===== src/rtl/impq_pkg.sv =====
`timescale 1ns / 1ps
// Package for the indexed min priority queue: sizes, operation codes,
// heap entry type and the command/status types between controller and datapath.
// No dependencies.
package impq_pkg;

   localparam int CAPACITY = 64;
   localparam int ITEMS    = 64;
   localparam int ITEM_W   = 6;
   localparam int KEY_W    = 32;
   localparam int FUNC_W   = 3;
   localparam int SLOT_W   = $clog2(CAPACITY + 1);
   localparam int ADDR_W   = $clog2(CAPACITY);

   localparam logic [FUNC_W-1:0] FN_QUERY   = 3'd0;
   localparam logic [FUNC_W-1:0] FN_INSERT  = 3'd1;
   localparam logic [FUNC_W-1:0] FN_DEC     = 3'd2;
   localparam logic [FUNC_W-1:0] FN_INC     = 3'd3;
   localparam logic [FUNC_W-1:0] FN_CHANGE  = 3'd4;
   localparam logic [FUNC_W-1:0] FN_DELMIN  = 3'd5;
   localparam logic [FUNC_W-1:0] FN_DELITEM = 3'd6;

   typedef struct packed {
      logic [ITEM_W-1:0]       item;
      logic signed [KEY_W-1:0] key;
   } ent_type;

   typedef enum logic [3:0] {
      STEP_IDLE,
      STEP_RD_POS,
      STEP_RD_ENT,
      STEP_CHECK,
      STEP_UP_RD,
      STEP_UP_CMP,
      STEP_DN_RD,
      STEP_DN_CMP,
      STEP_PLACE,
      STEP_FIN_POS,
      STEP_FIN_ENT,
      STEP_FIN_OUT
   } step_type;

   typedef enum logic [1:0] {
      PATH_FIN,
      PATH_UP,
      PATH_DN
   } path_type;

   typedef struct packed {
      path_type path;
      logic     need_down;
      logic     up_stop;
      logic     dn_stop;
      logic     out_free;
   } stat_type;

endpackage


===== src/rtl/impq_ctrl.sv =====
`timescale 1ns / 1ps
// Sequencer for the priority queue: walks lookup, check, sift and result steps.
// Depends on impq_pkg.
module impq_ctrl (
   input  logic               clock,
   input  logic               reset,
   input  logic               req_valid,
   input  impq_pkg::stat_type stat,
   output impq_pkg::step_type step,
   output logic               req_stall
);

   typedef enum logic [3:0] {
      S_IDLE, S_RD_POS, S_RD_ENT, S_CHECK, S_UP_RD, S_UP_CMP,
      S_DN_RD, S_DN_CMP, S_PLACE, S_FIN_POS, S_FIN_ENT, S_FIN_OUT
   } state_type;

   state_type state_ff, state_in;

   always_comb begin
      state_in = state_ff;
      unique case (state_ff)
         S_IDLE:    if (req_valid) state_in = S_RD_POS;
         S_RD_POS:  state_in = S_RD_ENT;
         S_RD_ENT:  state_in = S_CHECK;
         S_CHECK: begin
            unique case (stat.path)
               impq_pkg::PATH_UP: state_in = S_UP_RD;
               impq_pkg::PATH_DN: state_in = S_DN_RD;
               default:           state_in = S_FIN_POS;
            endcase
         end
         S_UP_RD, S_UP_CMP: begin
            if (stat.up_stop) state_in = stat.need_down ? S_DN_RD : S_PLACE;
            else              state_in = (state_ff == S_UP_RD) ? S_UP_CMP : S_UP_RD;
         end
         S_DN_RD, S_DN_CMP: begin
            if (stat.dn_stop) state_in = S_PLACE;
            else              state_in = (state_ff == S_DN_RD) ? S_DN_CMP : S_DN_RD;
         end
         S_PLACE:   state_in = S_FIN_POS;
         S_FIN_POS: state_in = S_FIN_ENT;
         S_FIN_ENT: state_in = S_FIN_OUT;
         S_FIN_OUT: if (stat.out_free) state_in = S_IDLE;
         default:   state_in = S_IDLE;
      endcase
   end

   always_ff @(posedge clock) begin
      if (reset) state_ff <= S_IDLE;
      else       state_ff <= state_in;
   end

   always_comb begin
      unique case (state_ff)
         S_RD_POS:  step = impq_pkg::STEP_RD_POS;
         S_RD_ENT:  step = impq_pkg::STEP_RD_ENT;
         S_CHECK:   step = impq_pkg::STEP_CHECK;
         S_UP_RD:   step = impq_pkg::STEP_UP_RD;
         S_UP_CMP:  step = impq_pkg::STEP_UP_CMP;
         S_DN_RD:   step = impq_pkg::STEP_DN_RD;
         S_DN_CMP:  step = impq_pkg::STEP_DN_CMP;
         S_PLACE:   step = impq_pkg::STEP_PLACE;
         S_FIN_POS: step = impq_pkg::STEP_FIN_POS;
         S_FIN_ENT: step = impq_pkg::STEP_FIN_ENT;
         S_FIN_OUT: step = impq_pkg::STEP_FIN_OUT;
         default:   step = impq_pkg::STEP_IDLE;
      endcase
   end

   assign req_stall = (state_ff != S_IDLE);

endmodule


===== config.mk =====
export PLATFORM = sky130hd
export DESIGN_NAME = impq_ctrl
export DESIGN_NICKNAME = d
export VERILOG_FILES = /design/src/rtl/impq_pkg.sv /design/src/rtl/impq_ctrl.sv
export SDC_FILE = /design/constraint.sdc
export NUM_CORES = 1
export LEC_CHECK = 0
export ABC_AREA = 1
export BUFFER_PORTS_ARGS = -buffer_cell sky130_fd_sc_hd__buf_2
export CAP_MARGIN = 25
export CORE_AREA = 2 2 39 41
export DETAILED_ROUTE_END_ITERATION = 8
export DIE_AREA = 0 0 41 43
export PLACE_DENSITY = 0.58
export SYNTH_ARGS = -nofsm -noshare
export SYNTH_HDL_FRONTEND = slang
export SYNTH_SLANG_ARGS = --single-unit

===== constraint.sdc =====
create_clock -name clock -period 0.9 [get_ports clock]
set_input_delay 0.09 -clock clock [delete_from_list [all_inputs] [get_ports clock]]
set_output_delay 0.09 -clock clock [all_outputs]
set_load 0.02 [all_outputs]

==> results.md <==
- Mean post-synth cell area: 6.910 µm²
- Largest net degree at the start of global routing: 8
- Leakage: 0.0003623 µW
- Worst skew pair latency: 0.24 ns
- Synth warn: 0
- Startpoint class of the critical path: register
- Critical path type: register to output pin
- Post-Layout Cell Count: 102
- Die X: 41 µm
- Num CTS Buffers: 3
- CTS clk-pin slew, worst paths: 0.05 ns
- Final worst setup slack: -0.1785 ns
- Period utilization: 119.8%
- # Max-Cap Violations: 0
- Buf/Inv on CP: 1
- Final hold violation count: 0
- Synth Register Bits: 8
- Clock H-tree levels: 1
- Post-route design area: 661.9 µm²
- Dpl hpwl: 728.5 µm
- Seq/Total Area, Yosys: 34.59%
- Status: complete, but fails checks
- Share of cells above drive strength 1: 51.16%
- RSZ-0062 raised after global routing: yes
- Setup crit end kind: output pin
- Post-synth cell types: 17
- Worst path slowest cell: dfxtp_4
- Peak supply drop: 0.8464 mV
- CP required: 0.81 ns
- Via density: 4.490
- DR iter-0 viols: 3
- FMAX: 0.9272 GHz
- DR DRC count: 0
- CTS root buf: clkbuf_4
- Worst hold path class: input pin to register
- DR pass1 iterations: 4
- Tmin final: 1.079 ns
- Antenna violations before repair: 0
- Total wire length: 948 µm
- DRT antenna net count: 0
- Initial Utilization: 33.45%
- N_diodes: 0
- Nets: 97
- Area after DPL: 580.6 µm²
- Final Setup Violations: 9
- Mapped cell area: 462.9 µm²
- Setup WS pre-CTS: -0.1261 ns
- RePlAce Congestion: 0.7300
- Area Growth Syn to Fin: 42.97%
- TNS Setup: -1.112 ns
- First-pass GRT wire length: 1538 µm
- Die Ht: 43 µm
- CP delay by family, top: flip-flops
- Routed length per instance: 9.294 µm
- CP arrival: 0.99 ns
- Number of global-route vias before repair: 397
- Syn Nets: 77
- Via Count: 458
- Power Total: 1154 µW
- Fillers: 148
- Critical path cell sequence: nor2_4, nand2_1, buf_6
- Total GRT Usage: 12.70%
- Fin. max-slew vios: 0
- Relative slew slack: 83.14%
- Congestion Overflow GR: 0
- Rows: 14
- PD cells: 1743 nW/µm²
- CP max FO: 5
- Max clock buf depth: 2
- Largest stage delay on the critical path: 0.38 ns
- Most frequent cells in the layout: nand2_1, inv_1, buf_2
- Clock Skew: 0.004974 ns
- Failing checks: negative setup slack
- Synth Instances: 67
- Cell Count Post-Placement: 97
- Die area: 1763 µm²
- Io pins: 14
- CTS tree: yes
- Clock sinks: 8
- Port bufs: 13
- Hold buffer count at cts: 0
- Core outline area: 1384 µm²
- Slew @ Worst Pin: 0.2506 ns
==> per-layer routing <==
metal / global-route usage (%) / wire length, µm
met5: 0 / 0
met4: 8.000 / 8
met3: 1.571 / 47
met2: 18.13 / 457
met1: 17.26 / 435
==> layout make-up <==
cell class | instances | area, µm² | share of cell area (%)
inverter | 15 | 61.31 | 9.263
clock buffer | 4 | 26.28 | 3.970
multi-input combinational | 44 | 295.3 | 44.61
tap | 16 | 20.02 | 3.025
sequential | 8 | 172.7 | 26.09
timing repair buffer | 15 | 86.33 | 13.04
==> sequential cells by signal (all words and copies together) (netlist names) <==
signal and count:
state_ff 4, step 4
==> Yosys cell counts (all sizes together) <==
library cell,count,area (µm²)
ha,1,12.51
o21ai,2,10.01
nand4,2,12.51
a21oi,3,15.01
nand3,5,35.03
nor2,11,66.32
nand3b,2,15.01
inv,15,56.31
dfxtp,8,160.2
nand2,17,73.82
nor4,1,6.260
==> worst paths after layout <==
kind	startpoint	to	slack, ns	cells past startpoint
max	state_ff[2]	req_stall	-0.18	3
min	reset	state_ff[0]	0.07	2
max reg2reg	state_ff[2]	step[1]	-0.16	6
min reg2reg	state_ff[3]	state_ff[2]	0.70	3
==> cells by family (layout without fill, tap and decap cells) <==
group | after synthesis | after routing | synth area share [%]
AO/OA/AOI/OAI | 5 | 5 | 5.405
flip-flops | 8 | 8 | 34.59
adder cells (fa/ha/maj) | 1 | 1 | 2.702
buffers and inverters | 15 | 34 | 12.16
AND/OR/NAND/NOR | 38 | 38 | 45.14
==> where the power goes <==
group / switching, µW / leakage, µW / internal [µW]
clock: 107 / 0.0000150 / 169
sequential: 60.1 / 0.0000681 / 407
combinational: 238 / 0.000279 / 173
total: 405 / 0.000362 / 748
==> through the flow <==
step / utilization (%) / hold WS [ns]
after floorplan: - / 0.1494
after global placement: 41.95 / 0.3043
after detailed placement: 41.95 / 0.3090
after CTS: 45.30 / 0.05407
after global routing: 47.83 / 0.06084
final: 47.83 / 0.06620
==> repair_timing <==
item / CTS / global route
gates resized for setup: 7 / 8
buffers inserted: 0 / 1
endpoints found under the setup margin: 9 / 9
pin swaps: 3 / 9
Note: power is estimated with default switching activity, not from simulation.
